`src/rtl/grid_maze_dfs_carver_core_macros.svh`:
```
// Assertion macros shared by the maze carver RTL.
`ifndef GRID_MAZE_DFS_CARVER_CORE_MACROS_SVH
`define GRID_MAZE_DFS_CARVER_CORE_MACROS_SVH

// same-cycle implication
`define GMDC_AST_IMP(lbl, ck, rn, ante, cons, msg) \
	lbl: assert property (@(posedge ck) disable iff (!rn) (ante) |-> (cons)) else $error(msg);

// next-cycle implication
`define GMDC_AST_NXT(lbl, ck, rn, ante, cons, msg) \
	lbl: assert property (@(posedge ck) disable iff (!rn) (ante) |=> (cons)) else $error(msg);

`endif

```
`src/rtl/gmdc_ram.sv`:
```
// Generic single-write, single-read RAM with registered read data.
`default_nettype none

module gmdc_ram #(
	parameter int unsigned WIDTH = 8,
	parameter int unsigned DEPTH = 16,
	localparam int unsigned AW = $clog2(DEPTH)
) (
	input  logic             clk,
	input  logic             we,
	input  logic [AW-1:0]    waddr,
	input  logic [WIDTH-1:0] wdata,
	input  logic             re,
	input  logic [AW-1:0]    raddr,
	output logic [WIDTH-1:0] rdata
);

	logic [WIDTH-1:0] mem [DEPTH];

	always_ff @(posedge clk) begin
		if (we) begin
			mem[waddr] <= wdata;
		end
		if (re) begin
			rdata <= mem[raddr];
		end
	end

endmodule

`default_nettype wire

```
`config.mk`:
```
export PLATFORM = sky130hd
export DESIGN_NAME = gmdc_ram
export DESIGN_NICKNAME = d
export VERILOG_FILES = /design/src/rtl/grid_maze_dfs_carver_core_macros.svh /design/src/rtl/gmdc_ram.sv
export SDC_FILE = /design/constraint.sdc
export NUM_CORES = 1
export LEC_CHECK = 0
export BUFFER_PORTS_ARGS = -buffer_cell sky130_fd_sc_hd__buf_2
export CAP_MARGIN = 10
export CORE_ASPECT_RATIO = 0.6
export CORE_UTILIZATION = 45
export CTS_CLUSTER_DIAMETER = 80
export DETAILED_ROUTE_END_ITERATION = 7
export SKIP_LAST_GASP = 1
export SYNTH_ARGS = -nofsm -noshare
export SYNTH_HDL_FRONTEND = slang
export SYNTH_SLANG_ARGS = --single-unit
```
`constraint.sdc`:
```
create_clock -name clk -period 1.93 [get_ports clk]
set_input_delay 0.193 -clock clk [delete_from_list [all_inputs] [get_ports clk]]
set_output_delay 0.193 -clock clk [all_outputs]
set_load 0.02 [all_outputs]
```
==> impl_metrics.json, run 1 <==
{
  "status": "finished, final reports clean",
  "timing.final.crit_share": 0.804,
  "crit_path_max_fanout": 1,
  "die_w_um": 141,
  "reg2reg_from": "mem[2][0]",
  "post_cts_buffers": 0,
  "period_needed_ns": 1.55,
  "cp_data_arrival_time_ns": 1.70,
  "cp_data_required_time_ns": 2.08,
  "slew_headroom": 0.720,
  "cts-htree-levels": 4,
  "peakVddDrop_uv": 690,
  "dr.pass1.iters": 4,
  "root_buffer": "clkbuf_16",
  "drv_slew": 0,
  "synth.distinct_cells": 18,
  "yosysWarningCount": 0,
  "critical_path.slowest_cell": "mux4_1",
  "final_util": 0.561,
  "track_usage": 0.204,
  "multiInputGateArea_sq_mm": 0.00106,
  "ff2ff_setup_slack_ns": 0.38,
  "critPathMaxStageDelay_ns": 0.61,
  "nNetsFinal": 305,
  "layout_setup_ws_ns": 0.379,
  "crit_cells": 3,
  "std_cell_rows": 30,
  "hold_depth": 1,
  "final_common_cell": "edfxtp_1",
  "cts_buffers": 17,
  "critPathKind": "reg -> reg",
  "grt_start_max_net_pins": 33,
  "io_pins": 27,
  "p_leak_nw": 2.15,
  "regArea_sq_mm": 0.00408,
  "grt_pass1_wl_um": 16400,
  "final_cells": 459,
  "critical_path.cell_chain": "mux4_1, a22oi_1, nand2_1",
  "max-clock-path-buffers": 2,
  "rsz0062_at_grt": "no",
  "overflow": 0,
  "ys_seq_elements": 136,
  "place.gp.congestion": 0.720,
  "place.port_buffers": 26,
  "tightest_slew_ns": 0.420,
  "cts_tree": "yes",
  "endpoint_kind": "register",
  "synth_area_leader_cell": "edfxtp_1",
  "hold_path_end": "rdata[1]",
  "drtAntennaViolNets": 0,
  "min_from": "re",
  "setup_viol": 0,
  "cts_hold_buf": 0,
  "max_freq_ghz": 0.645,
  "synth-seq-area-share": 0.781,
  "syn_area_sq_mm": 0.00523,
  "skew_ns": 0.00563,
  "nFillCells": 855,
  "die_y_um": 85.5,
  "drive_above_1_share": 0.321,
  "reg2reg_depth": 3,
  "reg2reg_to": "rdata[0]",
  "clk_pin_slew_ns": 0.06,
  "die-area_sq_mm": 0.0121,
  "synth.top_cell.area_share": 0.781,
  "cts.sinks": 136,
  "final_cell_mix": "edfxtp_1, buf_2, buf_4",
  "drv_cap": 0,
  "synth_cells": 229,
  "pre_cts_ws_ns": 0.187,
  "core_sq_mm": 0.0113,
  "antenna_found_initial": 0,
  "synth_area_leaders": "edfxtp_1, mux4_2, mux4_1, a22oi_1, nor2_1",
  "drc_errors": 0,
  "wl_um": 10800,
  "cts_resized": 0,
  "dpl.hpwl_um": 7090,
  "drt_iter0_drc": 240,
  "tns_ns": 0,
  "routed_via_density": 5.47,
  "synth_nets": 248,
  "avgSynthCellArea_sq_um": 22.8,
  "syn_to_final_growth_pct": 21.3,
  "power_mw": 7.41,
  "crit_buf_inv": 0,
  "start_util": 0.463,
  "wire_per_inst_um": 23.5,
  "hold_path_class": "in -> reg",
  "vias": 2510,
  "placed_cells": 427,
  "antenna_cells": 0,
  "start_kind": "register",
  "crit_family": "multiplexers",
  "p_per_area_mw_per_mm2": 1170,
  "hold_viol_final": 0,
  "grt_pass1_vias": 2542,
  "insertion_delay_ns": 0.41
}
[cell usage after synthesis]
master           number
nand3b_1              2
or3b_2                1
nor2b_1               1
nand2_1               9
nand2b_1              2
nor3_1                4
edfxtp_1            136
buf_4                 1
a22oi_1              16
buf_2                 3
buf_6                 3
clkdlybuf4s25_2       3
and2_1                1
mux4_2               18
nor2_1               13
and2b_1               1
mux4_1               14
nand3_1               1
[cell families after synthesis]
kind of cell | Yosys count | share of synthesized area
buf+inv | 10 | 0.0165
mux | 32 | 0.148
compound gates | 16 | 0.0230
flops | 136 | 0.781
simple gates | 35 | 0.0314
[how the worst max path moves through the flow]
stage                         start        end  slack [ns]
final                     mem[2][0]   rdata[0]        0.38
after floorplan            waddr[2]  mem[0][0]        0.24
after global placement     raddr[0]   rdata[0]        0.19
after global routing      mem[2][0]   rdata[0]        0.33
after CTS                 mem[2][0]   rdata[0]        0.38
after detailed placement   raddr[0]   rdata[5]        0.19
[worst register-to-register path, stage by stage (launching register included)]
cell	delay (ns)
edfxtp_1	0.37
mux4_1	0.61
a22oi_1	0.23
nand2_1	0.08
[cell type report]
type                    count  share of cell area
repair buffers             48              0.0505
well taps                 160              0.0316
clock buffers              18              0.0677
clock inverters            14              0.0398
multi-input cells          83               0.167
flip-flops and latches    136               0.644
[power by group]
part | total, mW | internal [mW] | switching [mW] | leakage, nW
registers | 3.35 | 3.33 | 0.0187 | 1.24
clock network | 3.72 | 2.54 | 1.18 | 0.317
logic | 0.341 | 0.134 | 0.207 | 0.599
[state kept, by name, summed over array words and instances, names as in the netlist]
register / cells
mem: 128
rdata: 8
[per-stage QoR]
stage | hold WS (ns) | area [sq um]
2_1_floorplan | 0.292 | 5230
3_3_place_gp | 0.589 | 5660
3_5_place_dp | 0.593 | 5660
4_1_cts | 0.164 | 6340
5_1_grt | 0.157 | 6340
6_report | 0.171 | 6340
[layer usage]
layer,up-vias,global-route usage,share of wire,wire (um)
li1,1094,-,-,-
met1,1303,0.334,0.50,5410
met2,105,0.252,0.39,4260
met3,8,0.0688,0.095,1030
met4,0,0.0623,0.0079,85
met5,-,0,0,0
Note: power is estimated with default switching activity, not from simulation.
==> run 2: changes to the inputs <==
==> constraint.sdc (replaced) <==
create_clock -name clk -period 1.5 [get_ports clk]
set_input_delay 0.15 -clock clk [delete_from_list [all_inputs] [get_ports clk]]
set_output_delay 0.15 -clock clk [all_outputs]
set_load 0.02 [all_outputs]
==> impl_metrics.json, run 2 (synthesis results as in run 1) <==
{
  "critPathMaxStageDelay_ns": 0.53,
  "cp_data_required_time_ns": 1.65,
  "rsz0062_at_grt": "no",
  "drive_above_1_share": 0.329,
  "start_util": 0.463,
  "status": "finished, final reports clean",
  "final_util": 0.557,
  "start_kind": "register",
  "drv_cap": 0,
  "grt_pass1_vias": 2484,
  "grt_start_max_net_pins": 17,
  "tightest_slew_ns": 0.843,
  "overflow": 0,
  "final_common_cell": "edfxtp_1",
  "cts_hold_buf": 0,
  "antenna_found_initial": 0,
  "critical_path.cell_chain": "mux4_1, a22oi_2, nand2_1",
  "top_regs": "mem: 128 flops, rdata: 8 flops",
  "drtAntennaViolNets": 0,
  "p_leak_nw": 2.12,
  "die-area_sq_mm": 0.0121,
  "period_needed_ns": 1.46,
  "skew_ns": 0.00889,
  "core_sq_mm": 0.0113,
  "max-clock-path-buffers": 2,
  "insertion_delay_ns": 0.41,
  "drv_slew": 0,
  "root_buffer": "clkbuf_16",
  "cts-htree-levels": 4,
  "timing.final.crit_share": 0.975,
  "critical_path.slowest_cell": "mux4_1",
  "crit_path_max_fanout": 1,
  "grt_pass1_wl_um": 15900,
  "largest_reg_flops": 128,
  "top_register": "mem",
  "hold_path_class": "in -> reg",
  "critPathKind": "reg -> reg",
  "place.gp.congestion": 0.692,
  "endpoint_kind": "register",
  "cts.sinks": 136,
  "antenna_cells": 0,
  "dr.pass1.iters": 4,
  "cts_buffers": 17,
  "vias": 2452,
  "io_pins": 27,
  "crit_family": "multiplexers",
  "cts_tree": "yes",
  "final_cell_mix": "edfxtp_1, buf_2, mux4_2",
  "drc_errors": 0,
  "dpl.hpwl_um": 6880,
  "place.port_buffers": 26,
  "clk_pin_slew_ns": 0.05,
  "drt_iter0_drc": 226,
  "tns_ns": 0,
  "p_per_area_mw_per_mm2": 1390,
  "routed_via_density": 5.35,
  "die_w_um": 141,
  "cp_data_arrival_time_ns": 1.61,
  "setup_viol": 0,
  "peakVddDrop_uv": 765,
  "track_usage": 0.195,
  "die_y_um": 85.5,
  "hold_viol_final": 0,
  "nNetsFinal": 305,
  "std_cell_rows": 30,
  "crit_buf_inv": 0,
  "max_freq_ghz": 0.684,
  "syn_to_final_growth_pct": 20.4,
  "wl_um": 10400,
  "wire_per_inst_um": 22.7,
  "slew_headroom": 0.436
}
run 2: changes by cell type in the layout (fill, tap and decap cells not counted), sizes merged:
cell      delta
bufinv       -4
clkbuf       +3
clkinv       +2
clkinvlp     -2
run 2: path summary, 6_finish.rpt:
path | start | end | slack [ns] | depth (start not counted)
worst max register to register | mem[1][0] | rdata[0] | 0.04 | 3
worst min register to register | mem[11][1] | rdata[1] | 0.76 | 3
worst min-delay path | re | rdata[6] | 0.11 | 1
worst max-delay path | mem[1][0] | rdata[0] | 0.04 | 3
run 2: power breakdown:
part	internal [mW]	total (mW)	switching (mW)
logic	0.187	0.442	0.256
registers	4.28	4.31	0.0231
clock network	2.58	4.03	1.44
total	7.05	8.78	1.72
run 2: area by class of cell:
| cell class | instances | area (sq um) |
|---|---|---|
| clock buffers | 21 | 440 |
| fillers | 839 | 5000 |
| multi-input cells | 83 | 1080 |
| well taps | 160 | 200 |
| clock inverters | 10 | 129 |
| flip-flops and latches | 136 | 4080 |
| repair buffers | 48 | 358 |
run 2: routing by layer:
layer	GRT usage	wire length, um
met3	0.0525	795
met1	0.316	5280
met4	0.0672	62
met5	0	0
met2	0.251	4270
run 2: stage by stage:
step / area (sq um) / cells / hold WS (ns) / total power [mW] / setup WS [ns]
after CTS: 6280 / 458 / 0.105 / 8.84 / 0.0127
after detailed placement: 5700 / 427 / 0.525 / 4.83 / -0.209
after global placement: 5700 / 427 / 0.521 / 4.82 / -0.183
after global routing: 6290 / 458 / 0.109 / 9.05 / 0.00163
final: 6290 / 458 / 0.109 / 8.78 / 0.0379
after floorplan: 5230 / 229 / 0.249 / 4.62 / 0.0676
run 2: repair_timing:
action | CTS | global route
setup buffers | 0 | 0
pin swaps | 0 | 1
endpoints found under the setup margin | 2 | 3
resized for setup | 2 | 2
run 2: worst reg2reg max path: stages, from the launching register on:
cell and delay (ns):
edfxtp_1 0.36, mux4_1 0.53, a22oi_2 0.23, nand2_1 0.09
==> run 3: changes to the inputs <==
==> constraint.sdc (replaced) <==
create_clock -name clk -period 1.45 [get_ports clk]
set_input_delay 0.145 -clock clk [delete_from_list [all_inputs] [get_ports clk]]
set_output_delay 0.145 -clock clk [all_outputs]
set_load 0.02 [all_outputs]
==> impl_metrics.json, run 3 (synthesis results as in run 1) <==
{
  "dr.pass1.iters": 4,
  "nNetsFinal": 307,
  "max-clock-path-buffers": 2,
  "final_common_cell": "edfxtp_1",
  "std_cell_rows": 30,
  "design_area_sq_mm": 0.00635,
  "p_per_area_mw_per_mm2": 1480,
  "critPathKind": "reg -> reg",
  "crit_path_max_fanout": 1,
  "drv_slew": 0,
  "io_pins": 27,
  "drtAntennaViolNets": 0,
  "placed_cells": 429,
  "grt_use_met1": 0.304,
  "top_regs": "mem: 128 flops, rdata: 8 flops",
  "max_freq_ghz": 0.705,
  "antenna_cells": 0,
  "vias": 2489,
  "endpoint_kind": "register",
  "die_w_um": 141,
  "largest_reg_flops": 128,
  "hold_path_class": "in -> reg",
  "grt.busiest_layer": "met1",
  "cts_hold_buf": 0,
  "drc_errors": 0,
  "clk_pin_slew_ns": 0.06,
  "die_y_um": 85.5,
  "routed_via_density": 5.40,
  "start_kind": "register",
  "grtUsageMet2": 0.258,
  "drv_cap": 0,
  "cts.sinks": 136,
  "dpl-instance-area_sq_mm": 0.00572,
  "setup_viol": 0,
  "place.gp.congestion": 0.693,
  "syn_to_final_growth_pct": 21.4,
  "cp_data_arrival_time_ns": 1.57,
  "pre_cts_ws_ns": -0.258,
  "nFillCells": 851,
  "cts-htree-levels": 4,
  "final_util": 0.562,
  "grt_use_met3": 0.0587,
  "wl_um": 10500,
  "grt_pass1_vias": 2552,
  "core_sq_mm": 0.0113,
  "peakVddDrop_uv": 943,
  "slew_headroom": 0.421,
  "wire_per_inst_um": 22.8,
  "drive_above_1_share": 0.379,
  "status": "finished, final reports clean",
  "period_needed_ns": 1.42,
  "die-area_sq_mm": 0.0121,
  "drt_iter0_drc": 267,
  "root_buffer": "clkbuf_16",
  "final_cell_mix": "edfxtp_1, buf_2, mux4_2",
  "grt_start_max_net_pins": 17,
  "final_cells": 461,
  "insertion_delay_ns": 0.40,
  "overflow": 0,
  "tightest_slew_ns": 0.867,
  "rsz0062_at_grt": "yes",
  "dpl.hpwl_um": 6840,
  "grt_pass1_wl_um": 16000,
  "layout_setup_ws_ns": 0.0309,
  "whs_ns": 0.105,
  "cp_data_required_time_ns": 1.60,
  "cts_buffers": 17,
  "start_util": 0.463,
  "hold_viol_final": 0,
  "timing.final.crit_share": 0.979,
  "place.port_buffers": 26,
  "p_leak_nw": 2.12,
  "skew_ns": 0.00883,
  "top_register": "mem",
  "cts_tree": "yes",
  "track_usage": 0.194,
  "antenna_found_initial": 0
}
-- run 3: per-layer routing --
layer	routed length, um	part of all wire	up-vias
met5	0	0	-
met3	872	0.083	8
met1	5190	0.49	1305
met4	73	0.0069	0
li1	-	-	1092
met2	4390	0.42	84
-- run 3: critical path, cell delays in order, from the launching register on --
cell,delay (ns)
edfxtp_1,0.35
mux4_1,0.56
a22oi_2,0.17
nand2_1,0.08
-- run 3: path summary, 6_finish.rpt --
| kind | cells past startpoint | endpoint | slack, ns | startpoint |
|---|---|---|---|---|
| max | 3 | rdata[0] | 0.03 | mem[5][0] |
| min | 1 | rdata[3] | 0.11 | re |
| max reg2reg | 3 | rdata[0] | 0.03 | mem[5][0] |
| min reg2reg | 3 | rdata[7] | 0.76 | mem[10][7] |
-- run 3: cell type report --
type,instances,area [sq um],area share
clock buffer,18,429,0.0676
clock inverter,14,181,0.0286
multi-input combinational,83,1080,0.170
sequential,136,4080,0.643
tap,160,200,0.0315
timing repair buffer,50,373,0.0587
-- run 3: repair_timing --
action,4_1_cts,5_1_grt
endpoints found under the setup margin,5,8
cloned,0,0
setup buffers,0,0
resized for setup,3,11
pin swaps,0,3
hold endpoints to repair,0,0
-- run 3: per-stage QoR --
stage,TNS (ns),total power [mW]
after CTS,-0.0337,9.40
after global routing,-0.00854,9.62
after detailed placement,-1.57,5.00
after floorplan,0,4.78
after global placement,-1.40,4.99
final,0,9.36
-- run 3: where the power goes --
group / total, mW / switching [mW] / internal, mW
combinational: 0.475 / 0.273 / 0.202
sequential: 4.46 / 0.0253 / 4.43
clock: 4.43 / 1.58 / 2.86
total: 9.36 / 1.87 / 7.49
