==> src/rtl/grid_maze_dfs_carver_core_macros.svh <==
// Assertion macros shared by the maze carver RTL.
`ifndef GRID_MAZE_DFS_CARVER_CORE_MACROS_SVH
`define GRID_MAZE_DFS_CARVER_CORE_MACROS_SVH

// same-cycle implication
`define GMDC_AST_IMP(lbl, ck, rn, ante, cons, msg) \
	lbl: assert property (@(posedge ck) disable iff (!rn) (ante) |-> (cons)) else $error(msg);

// next-cycle implication
`define GMDC_AST_NXT(lbl, ck, rn, ante, cons, msg) \
	lbl: assert property (@(posedge ck) disable iff (!rn) (ante) |=> (cons)) else $error(msg);

`endif

==> src/rtl/gmdc_pkg.sv <==
// Shared types, codes and helpers of the maze carver.
`default_nettype none

package gmdc_pkg;

	localparam int unsigned SZW = 9;
	localparam int unsigned EPW = 4;

	localparam logic [5:0] GRID_RESET = 6'd32;
	localparam logic [3:0] WALLS_ALL  = 4'hF;

	localparam logic REG_GRID_WIDTH  = 1'b0;
	localparam logic REG_GRID_HEIGHT = 1'b1;

	typedef enum logic [1:0] {
		ACT_START = 2'd0,
		ACT_STEP  = 2'd1,
		ACT_READ  = 2'd2
	} action_t;

	typedef enum logic [2:0] {
		EV_STARTED     = 3'd0,
		EV_CARVED      = 3'd1,
		EV_BACKTRACKED = 3'd2,
		EV_FINISHED    = 3'd3,
		EV_WALLS       = 3'd4
	} event_t;

	localparam logic [1:0] DIR_XM = 2'd0;
	localparam logic [1:0] DIR_XP = 2'd1;
	localparam logic [1:0] DIR_YP = 2'd2;
	localparam logic [1:0] DIR_YM = 2'd3;

	// neighbor scan order: x-1, x+1, y-1, y+1
	localparam logic [1:0] SLOT_DIR [4] = '{DIR_XM, DIR_XP, DIR_YM, DIR_YP};

	typedef struct packed {
		logic [EPW-1:0] tag;
		logic           visited;
		logic [3:0]     walls;
	} cell_t;

	typedef struct packed {
		logic       any;
		logic [1:0] slot;
		logic [1:0] dir;
	} pick_t;

	typedef struct packed {
		logic [2:0] kind;
		logic [4:0] x;
		logic [4:0] y;
		logic [1:0] dir;
		logic [3:0] walls;
	} result_t;

	// stale generation reads as a fresh cell
	function automatic cell_t cell_view(cell_t c, logic [EPW-1:0] epoch);
		cell_t v;
		v = c;
		if (c.tag != epoch) begin
			v.visited = 1'b0;
			v.walls   = WALLS_ALL;
		end
		return v;
	endfunction

endpackage

`default_nettype wire

==> src/rtl/gmdc_pick.sv <==
// Neighbor choice: count open neighbors, reduce the random word, select one.
`default_nettype none

module gmdc_pick import gmdc_pkg::*; (
	input  logic [3:0] open_mask,
	input  logic [7:0] rand_value,
	output pick_t      pick
);

	logic [2:0] cnt;
	logic [3:0] dsum;
	logic [2:0] fold;
	logic [1:0] m3;
	logic [1:0] k;
	logic [1:0] seen;
	logic       found;
	logic [1:0] slot;

	always_comb begin
		cnt  = 3'(open_mask[0]) + 3'(open_mask[1]) + 3'(open_mask[2]) + 3'(open_mask[3]);
		// 4 = 1 mod 3: base-4 digit sum keeps the residue
		dsum = 4'(rand_value[1:0]) + 4'(rand_value[3:2]) + 4'(rand_value[5:4])
			+ 4'(rand_value[7:6]);
		fold = 3'(dsum[3:2]) + 3'(dsum[1:0]);
		priority if (fold >= 3'd6) begin
			m3 = 2'd0;
		end else if (fold >= 3'd3) begin
			m3 = 2'(fold - 3'd3);
		end else begin
			m3 = 2'(fold);
		end
		unique case (cnt)
			3'd2: k = {1'b0, rand_value[0]};
			3'd3: k = m3;
			3'd4: k = rand_value[1:0];
			default: k = 2'd0;
		endcase
	end

	always_comb begin
		seen  = 2'd0;
		found = 1'b0;
		slot  = 2'd0;
		for (int i = 0; i < 4; i++) begin
			if (open_mask[i] && !found) begin
				if (seen == k) begin
					found = 1'b1;
					slot  = 2'(i);
				end
				seen = seen + 2'd1;
			end
		end
		pick.any  = (cnt != 3'd0);
		pick.slot = slot;
		pick.dir  = SLOT_DIR[slot];
	end

endmodule

`default_nettype wire

==> config.mk <==
export PLATFORM = sky130hd
export DESIGN_NAME = gmdc_pick
export DESIGN_NICKNAME = d
export VERILOG_FILES = /design/src/rtl/grid_maze_dfs_carver_core_macros.svh /design/src/rtl/gmdc_pkg.sv /design/src/rtl/gmdc_pick.sv
export SDC_FILE = /design/constraint.sdc
export NUM_CORES = 1
export LEC_CHECK = 0
export BUFFER_PORTS_ARGS = -buffer_cell sky130_fd_sc_hd__buf_2
export CORE_AREA = 2 2 39 41
export DETAILED_ROUTE_END_ITERATION = 8
export DIE_AREA = 0 0 41 43
export GPL_ROUTABILITY_DRIVEN = 1
export PLACE_DENSITY = 0.82
export SETUP_SLACK_MARGIN = 0.02
export SYNTH_ARGS = -nofsm -noshare
export SYNTH_HDL_FRONTEND = slang
export SYNTH_SLANG_ARGS = --single-unit
==> constraint.sdc <==
create_clock -name vclk -period 5.4
set_clock_uncertainty 0.15 [all_clocks]
set_input_delay 0.54 -clock vclk [all_inputs]
set_output_delay 0.54 -clock vclk [all_outputs]
set_load 0.02 [all_outputs]
==> flow_summary.toml, run 1 <==
[run_status]
outcome = "complete, but fails checks"
violations = "negative setup slack"

[synth]
synth_area_um2 = 629
synth-seq-area-share = 0
synth_cell_types = 36
yosys_warnings = 0
synthCells = 73
yosysTopAreaCellShare = 0.191
syn-num-nets = 100
yosys.area.top_type = "fa_1"
syn_avg_cell_area_um2 = 8.62
synthTopCellsByArea = "fa_1 (19%), ha_1 (18%), inv_1 (7.8%)"

[global_routing]
grt_max_degree = 11
grt_pass1_wl_mm = 2.68
gr-usage-met3 = 0.0209
grt_util_met1 = 0.240
grt_use_met2 = 0.381
grt-ovfl-total = 0
busiest_layer = "met2"
grt_pass1_vias = 671
antenna_found_initial = 0
grt_usage = 0.209

[sta]
worst_pin_slew_ps = 413
fmax_mhz = 171
rsz0062_at_grt = "true"
relSlewSlack = 0.724
setup_ws_ps = -440
drv_slew = 0
fin_crit_ps = 5840
fin_crit_sh = 1.08
setup-violations-final = 4
timing.hold.ws_ps = 1400
hold_viol = 0

[finish]
final_core_util = 0.702
drive_gt1_frac = 0.582
regArea_um2 = 0
nClkBuffers = 0
n_sequential_cell = 0
layout_commonest_cell = "buf_2"
n_antenna_cell = 0
area_growth_pct = 54.3
num-fill-cells = 96
multiInputGateArea_um2 = 697
layout_common_cells = "buf_2 (12), buf_4 (11), inv_1 (9)"
final_net_count = 127

[worst_hold_path]
hold_class = "in2out"
hold_start = "open_mask[3]"

[run]
drv_cap = 0

[routing]
drt-wirelength-per-cell_um = 14.3
routed_wl_mm = 1.63
drt-pass1-iter-count = 4
dr.first_iter.drc_count = 6
postRouteAntennaNets = 0
vias = 632
vias_per_cell = 5.54
drc = 0

[worst_setup_path]
critPathArrivalTime_ps = 5150
slowest_stage = "fa_2"
max_stage_delay_ps = 630
cp-end-kind = "primary output"
cp.required_ps = 4710
worstSetupStartpointType = "primary input"
crit_start = "rand_value[5]"
cpMostUsedCell = "fa_1"
critPathMaxFanout = 4
critPathKind = "in2out"

[place]
dp_hpwl_mm = 1.15
gp_congestion = 0.853
io_buffers = 17

[pwr]
p_switching_uw = 191
combPwrFrac = 1.000
clkPwrFrac = 0
power_frac_seq = 0
vdd_drop_max_uv = 196
intPower_uw = 206
power_density_nw_per_um2 = 408
swShare = 0.482
p_leak_uw = 0.000441

[die]
std_cell_rows = 14
io_pins = 17
start_util = 0.455
dieArea_um2 = 1760
core_um2 = 1380
die_x_um = 41
die-height_um = 43

[clock_network]
postCtsHoldBufs = 0
==> layout make-up <==
cell class,instances,share of cell area
well taps,16,0.0206
inverters,13,0.0528
repair buffers,28,0.209
multi-input cells,57,0.718
==> critical path: cells and delay by family <==
family                     cells  cell delay, ps
adders and majority gates      8            2760
AOI/OAI and AO/OA              6             940
and+or+nand+nor                3             310
buffers and inverters          8             590
==> power by group through the flow <==
stage | registers, uW | clock network, uW | logic [uW]
final | 0 | 0 | 397
after global placement | 0 | 0 | 273
after floorplan | 0 | 0 | 216
after detailed placement | 0 | 0 | 286
after global routing | 0 | 0 | 430
after CTS | 0 | 0 | 345
==> final timing paths <==
| path | end | slack (ps) | cells past startpoint |
|---|---|---|---|
| worst max-delay path | pick[2] | -440 | 25 |
| worst min-delay path | pick[2] | 1400 | 4 |
==> logic make-up (layout without fill, tap and decap cells) <==
group | count (synthesis) | after routing | share of synthesized area
AOI/OAI and AO/OA | 12 | 12 | 0.161
xor gates and xnor gates | 6 | 6 | 0.0954
adders and majority gates | 16 | 16 | 0.388
buffers and inverters | 16 | 41 | 0.113
and+or+nand+nor | 21 | 21 | 0.211
muxes | 2 | 2 | 0.0318
==> metal layers <==
layer  vias up  share of wire
met4         0         0.0092
met5         -              0
met3         2          0.067
met2        28           0.55
met1       297           0.37
li1        305              -
==> stage by stage <==
step / instance area, um^2 / instances / setup WS [ps] / setup TNS [ps] / power [uW]
4_1_cts: 892 / 113 / -433 / -1550 / 345
5_1_grt: 971 / 114 / -649 / -2330 / 430
3_5_place_dp: 796 / 111 / -645 / -2000 / 286
3_3_place_gp: 796 / 111 / -532 / -1650 / 273
2_1_floorplan: 657 / 73 / -387 / -1080 / 216
6_report: 971 / 114 / -440 / -1470 / 397
==> synth_stat cells (all sizes together) <==
| master | number |
|---|---|
| or3 | 1 |
| o311ai | 1 |
| o21bai | 1 |
| inv | 13 |
| buf | 2 |
| o2111ai | 1 |
| o32a | 1 |
| a21oi | 2 |
| nand3 | 2 |
| nand4 | 3 |
| a32o | 1 |
| a31oi | 1 |
| nor3b | 1 |
| a22o | 1 |
| nor2b | 1 |
| nor2 | 5 |
| xor2 | 2 |
| o21ai | 3 |
| maj3 | 1 |
| nand4b | 1 |
| clkbuf | 1 |
| xnor2 | 4 |
| fa | 6 |
| and2 | 1 |
| and4b | 1 |
| nor3 | 2 |
| nand3b | 1 |
| nand2b | 1 |
| ha | 9 |
| or4b | 1 |
| mux2i | 2 |
==> what timing repair did <==
| item | 4_1_cts | 5_1_grt |
|---|---|---|
| gates resized for setup | 20 | 14 |
| endpoints found under the setup margin | 4 | 4 |
| setup buffers | 2 | 1 |
| pin swaps | 4 | 8 |
Note: power is estimated with default switching activity, not from simulation.
==> run 2, diff against run 1 <==
==> constraint.sdc (replaced) <==
create_clock -name vclk -period 5.4
set_clock_uncertainty 0.15 [all_clocks]
set_input_delay 0.54 -clock vclk [all_inputs]
set_output_delay 0.54 -clock vclk [all_outputs]
set_load 0.05 [all_outputs]
==> run 2 against run 1 <==
  * The flow still finishes with violations (negative setup slack)
  * Critical path depth unchanged
  * Via count fell by 3.3%
  * Sequential share of layout area unchanged
  * Non-clock buffer count increased by 1
  * Total power up 12%
  * Hold slack better by 43 ps
  * Count of clock-buffer cells in the layout unchanged
  * Utilization is 2.6 points higher
  * Combinational power rose by 12%
  * Global-route usage is 3.6 points lower
  * Critical path type unchanged
==> flow_summary.toml, run 2 (same netlist as run 1, synthesis figures left out) <==
[worst_setup_path]
critPathMaxFanout = 4
cp.required_ps = 4710
slowest_stage = "fa_2"
critPathArrivalTime_ps = 5180
cp-end-kind = "primary output"
worstSetupStartpointType = "primary input"
path_buf_inv = 8
critPathKind = "in2out"
path_delay_family = "adder cells"
max_stage_delay_ps = 530

[global_routing]
busiest_layer = "met2"
grt_max_degree = 11
grt-ovfl-total = 0
grt_use_met2 = 0.300
grt_pass1_vias = 598
grt_usage = 0.174
grt_util_met1 = 0.228
gr-usage-met3 = 0.0157
antenna_found_initial = 0
grt_pass1_wl_mm = 2.28

[die]
dieArea_um2 = 1760
die_x_um = 41
io_pins = 17
std_cell_rows = 14
die-height_um = 43
start_util = 0.455
core_um2 = 1380

[pwr]
clkPwrFrac = 0
p_leak_uw = 0.000465
swShare = 0.510
p_switching_uw = 227
combPwrFrac = 1.000
power_density_nw_per_um2 = 442
vdd_drop_max_uv = 260
power_frac_seq = 0
intPower_uw = 218

[clock_network]
postCtsHoldBufs = 0

[finish]
n_antenna_cell = 0
regArea_um2 = 0
layout_commonest_cell = "buf_2"
nClkBuffers = 0
area_growth_pct = 60.0
drive_gt1_frac = 0.616
n_sequential_cell = 0
layout_common_cells = "buf_2 (11), buf_4 (10), inv_1 (8)"
final_net_count = 128
final_core_util = 0.728

[worst_hold_path]
hold_class = "in2out"

[routing]
vias = 611
drc = 0
postRouteAntennaNets = 0
drt-pass1-iter-count = 4
vias_per_cell = 5.31
drt-wirelength-per-cell_um = 14.0
routed_wl_mm = 1.61
dr.first_iter.drc_count = 12

[sta]
fin_crit_ps = 5870
worst_pin_slew_ps = 365
relSlewSlack = 0.756
setup-violations-final = 4
drv_slew = 0
timing.hold.ws_ps = 1440
fmax_mhz = 170
rsz0062_at_grt = "true"
hold_viol = 0
setup_ws_ps = -468
fin_crit_sh = 1.09

[place]
dp_hpwl_mm = 1.13
gp_congestion = 0.771
io_buffers = 17

[run_status]
violations = "negative setup slack"
outcome = "complete, but fails checks"

[run]
drv_cap = 0
## run 2: worst paths after layout
| kind | cells after the start | endpoint | slack [ps] | startpoint |
|---|---|---|---|---|
| worst max-delay path | 25 | pick[2] | -470 | rand_value[0] |
| worst min-delay path | 4 | pick[2] | 1440 | open_mask[3] |
## run 2: worst min-delay path: cells and delay by family
family / cells / cell delay, ps
and+or+nand+nor: 1 / 90
AOI/OAI and AO/OA: 1 / 90
buffers and inverters: 2 / 320
## run 2: power groups by stage
| stage | Sequential, uW | Clock [uW] | Combinational, uW |
|---|---|---|---|
| finish | 0 | 0 | 445 |
| global route | 0 | 0 | 476 |
| CTS | 0 | 0 | 398 |
| detailed placement | 0 | 0 | 327 |
| global placement | 0 | 0 | 310 |
| floorplan | 0 | 0 | 257 |
## run 2: repair_timing
| item | in CTS | in global routing |
|---|---|---|
| gates resized for setup | 23 | 17 |
| buffers inserted | 3 | 1 |
| setup endpoints to repair | 4 | 4 |
| pin swaps | 12 | 18 |
## run 2: metal layers
metal | vias to the layer above | wire (um)
li1 | 308 | -
met1 | 296 | 718
met2 | 7 | 868
met3 | 0 | 25
met4 | 0 | 0
met5 | - | 0
## run 2: area by class of cell
type               count  area, um^2
multi-input cells     57         711
fillers              101         377
repair buffers        29         228
inverters             13        48.8
well taps             16        20.0
## run 2: metrics by stage
step	cells	setup TNS [ps]	area [um^2]	worst slack, ps	total power, uW
finish	115	-1860	1010	-468	445
global route	115	-2590	1010	-654	476
floorplan	73	-1610	676	-499	257
CTS	114	-1950	920	-532	398
global placement	111	-2050	811	-584	310
detailed placement	111	-2410	811	-734	327
==> run 3, diff against run 2 <==
--- a/config.mk
+++ b/config.mk
@@ -5,12 +5,13 @@
 export SDC_FILE = /design/constraint.sdc
 export NUM_CORES = 1
 export LEC_CHECK = 0
+export ABC_AREA = 1
 export BUFFER_PORTS_ARGS = -buffer_cell sky130_fd_sc_hd__buf_2
 export CORE_AREA = 2 2 39 41
 export DETAILED_ROUTE_END_ITERATION = 8
 export DIE_AREA = 0 0 41 43
 export GPL_ROUTABILITY_DRIVEN = 1
-export PLACE_DENSITY = 0.82
+export PLACE_DENSITY = 0.79
 export SETUP_SLACK_MARGIN = 0.02
 export SYNTH_ARGS = -nofsm -noshare
 export SYNTH_HDL_FRONTEND = slang
==> run 3 against run 2 <==
  * The flow still finishes with violations (negative setup slack)
  * Cell count is 18% higher
  * Utilization fell by 4.6 points
  * Synthesized cell count grew 21%
  * Wire length fell by 10%
  * Non-clock buffer count increased by 4
==> flow_summary.toml, run 3 <==
[finish]
multiInputGateArea_um2 = 592
drive_gt1_frac = 0.525
n_antenna_cell = 0
n_sequential_cell = 0
final_core_util = 0.682
layout_common_cells = "nand2_1 (19), buf_4 (16), inv_1 (12), buf_2 (12), nand2_2 (7)"
nClkBuffers = 0
num-fill-cells = 109
layout_commonest_cell = "nand2_1"
fin_area_um2 = 943
final_net_count = 149
regArea_um2 = 0
area_growth_pct = 59.4

[worst_setup_path]
critPathKind = "in2out"
slowest_stage = "fa_2"
critPathArrivalTime_ps = 4950
path_delay_family = "adder cells"
worstSetupStartpointType = "primary input"
cpMostUsedCell = "nand2_1"
critPathMaxFanout = 3
cp-end-kind = "primary output"
path_buf_inv = 7
max_stage_delay_ps = 590
cp.required_ps = 4710

[sta]
timing.hold.ws_ps = 1550
relSlewSlack = 0.837
worst_pin_slew_ps = 246
setup_ws_ps = -237
drv_slew = 0
fin_crit_sh = 1.04
fin_crit_ps = 5640
setup-violations-final = 4
hold_viol = 0
fmax_mhz = 177
rsz0062_at_grt = "true"

[run]
drv_cap = 0

[die]
std_cell_rows = 14
io_pins = 17
start_util = 0.428
core_um2 = 1380
die-height_um = 43
dieArea_um2 = 1760
die_x_um = 41

[worst_hold_path]
hold_end = "pick[2]"
whs_path_depth = 8
hold_start = "open_mask[3]"
hold_class = "in2out"

[synth]
synth_cell_types = 18
syn-num-nets = 115
syn_avg_cell_area_um2 = 6.73
synthTopCellsByCount = "nand2_1 (22), inv_1 (17), ha_1 (9)"
synthTopCellsByArea = "fa_1 (20%), ha_1 (19%), nand2_1 (14%)"
synthCells = 88
yosysTopAreaCellShare = 0.203
synth-seq-area-share = 0
synth_area_um2 = 592
yosys.area.top_type = "fa_1"
yosys.cell_count.top_type = "nand2_1"
yosys_warnings = 0

[run_status]
outcome = "complete, but fails checks"
violations = "negative setup slack"

[global_routing]
antenna_found_initial = 0
grt-ovfl-total = 0
grt_max_degree = 8
grt_pass1_vias = 630
grt_usage = 0.188
grt_pass1_wl_mm = 2.39

[pwr]
power_density_nw_per_um2 = 455
vdd_drop_max_uv = 263
p_leak_uw = 0.000492

[place]
post_dp_cell_area_um2 = 853
dp_hpwl_mm = 1.25
gp_congestion = 0.796
io_buffers = 17
place_ws_ps = -465

[routing]
vias_per_cell = 4.81
postRouteAntennaNets = 0
routed_wl_mm = 1.44
vias = 654
dr.first_iter.drc_count = 11
drc = 0
drt-pass1-iter-count = 4
drt-wirelength-per-cell_um = 10.6
-- run 3: changes by cell type in the layout (fill, tap and decap cells not counted), moves of 4 or more --
cell and change:
nand3_1 +4, buf_4 +6, nand2_2 +7, buf_6 -5, inv_1 +4, nand2_1 +19
-- run 3: metal layers --
metal	part of all wire	track usage	routed length [um]
met5	0	0	0
met4	0	0	0
met3	0.016	0	23
met2	0.57	0.369	827
met1	0.41	0.221	592
-- run 3: timing repair --
action | in CTS | in global routing
resized for setup | 15 | 5
buffers inserted | 3 | 0
pin swaps | 12 | 2
cloned | 0 | 0
hold buffers | 0 | 0
setup endpoints to repair | 4 | 4
-- run 3: where the power goes --
part	switching, uW	internal [uW]	leakage, uW	total (uW)
clock	0	0	0	0
sequential	0	0	0	0
combinational	234	195	0.000492	429
total	234	195	0.000492	429
-- run 3: worst max path at each step --
stage | end | from | cells past startpoint
finish | pick[2] | rand_value[5] | 29
floorplan | pick[3] | rand_value[5] | 28
global placement | pick[1] | rand_value[5] | 29
detailed placement | pick[3] | rand_value[5] | 29
global route | pick[2] | rand_value[5] | 29
CTS | pick[2] | rand_value[5] | 29
-- run 3: area by class of cell --
cell class,instances,area share
multi-input combinational,68,0.627
timing repair buffer,33,0.267
inverter,19,0.0849
tap,16,0.0212
-- run 3: metrics by stage --
stage | cells | setup TNS, ps | power (uW)
after floorplan | 88 | -296 | 269
after global placement | 133 | -1540 | 356
after detailed placement | 133 | -1830 | 368
after CTS | 136 | -1090 | 414
after global routing | 136 | -2110 | 472
final | 136 | -903 | 429
-- run 3: cell families after synthesis --
| group | Yosys count | synth area share |
|---|---|---|
| fa+ha+maj | 15 | 0.393 |
| buf+inv | 20 | 0.133 |
| compound gates | 3 | 0.0296 |
| simple gates | 50 | 0.444 |
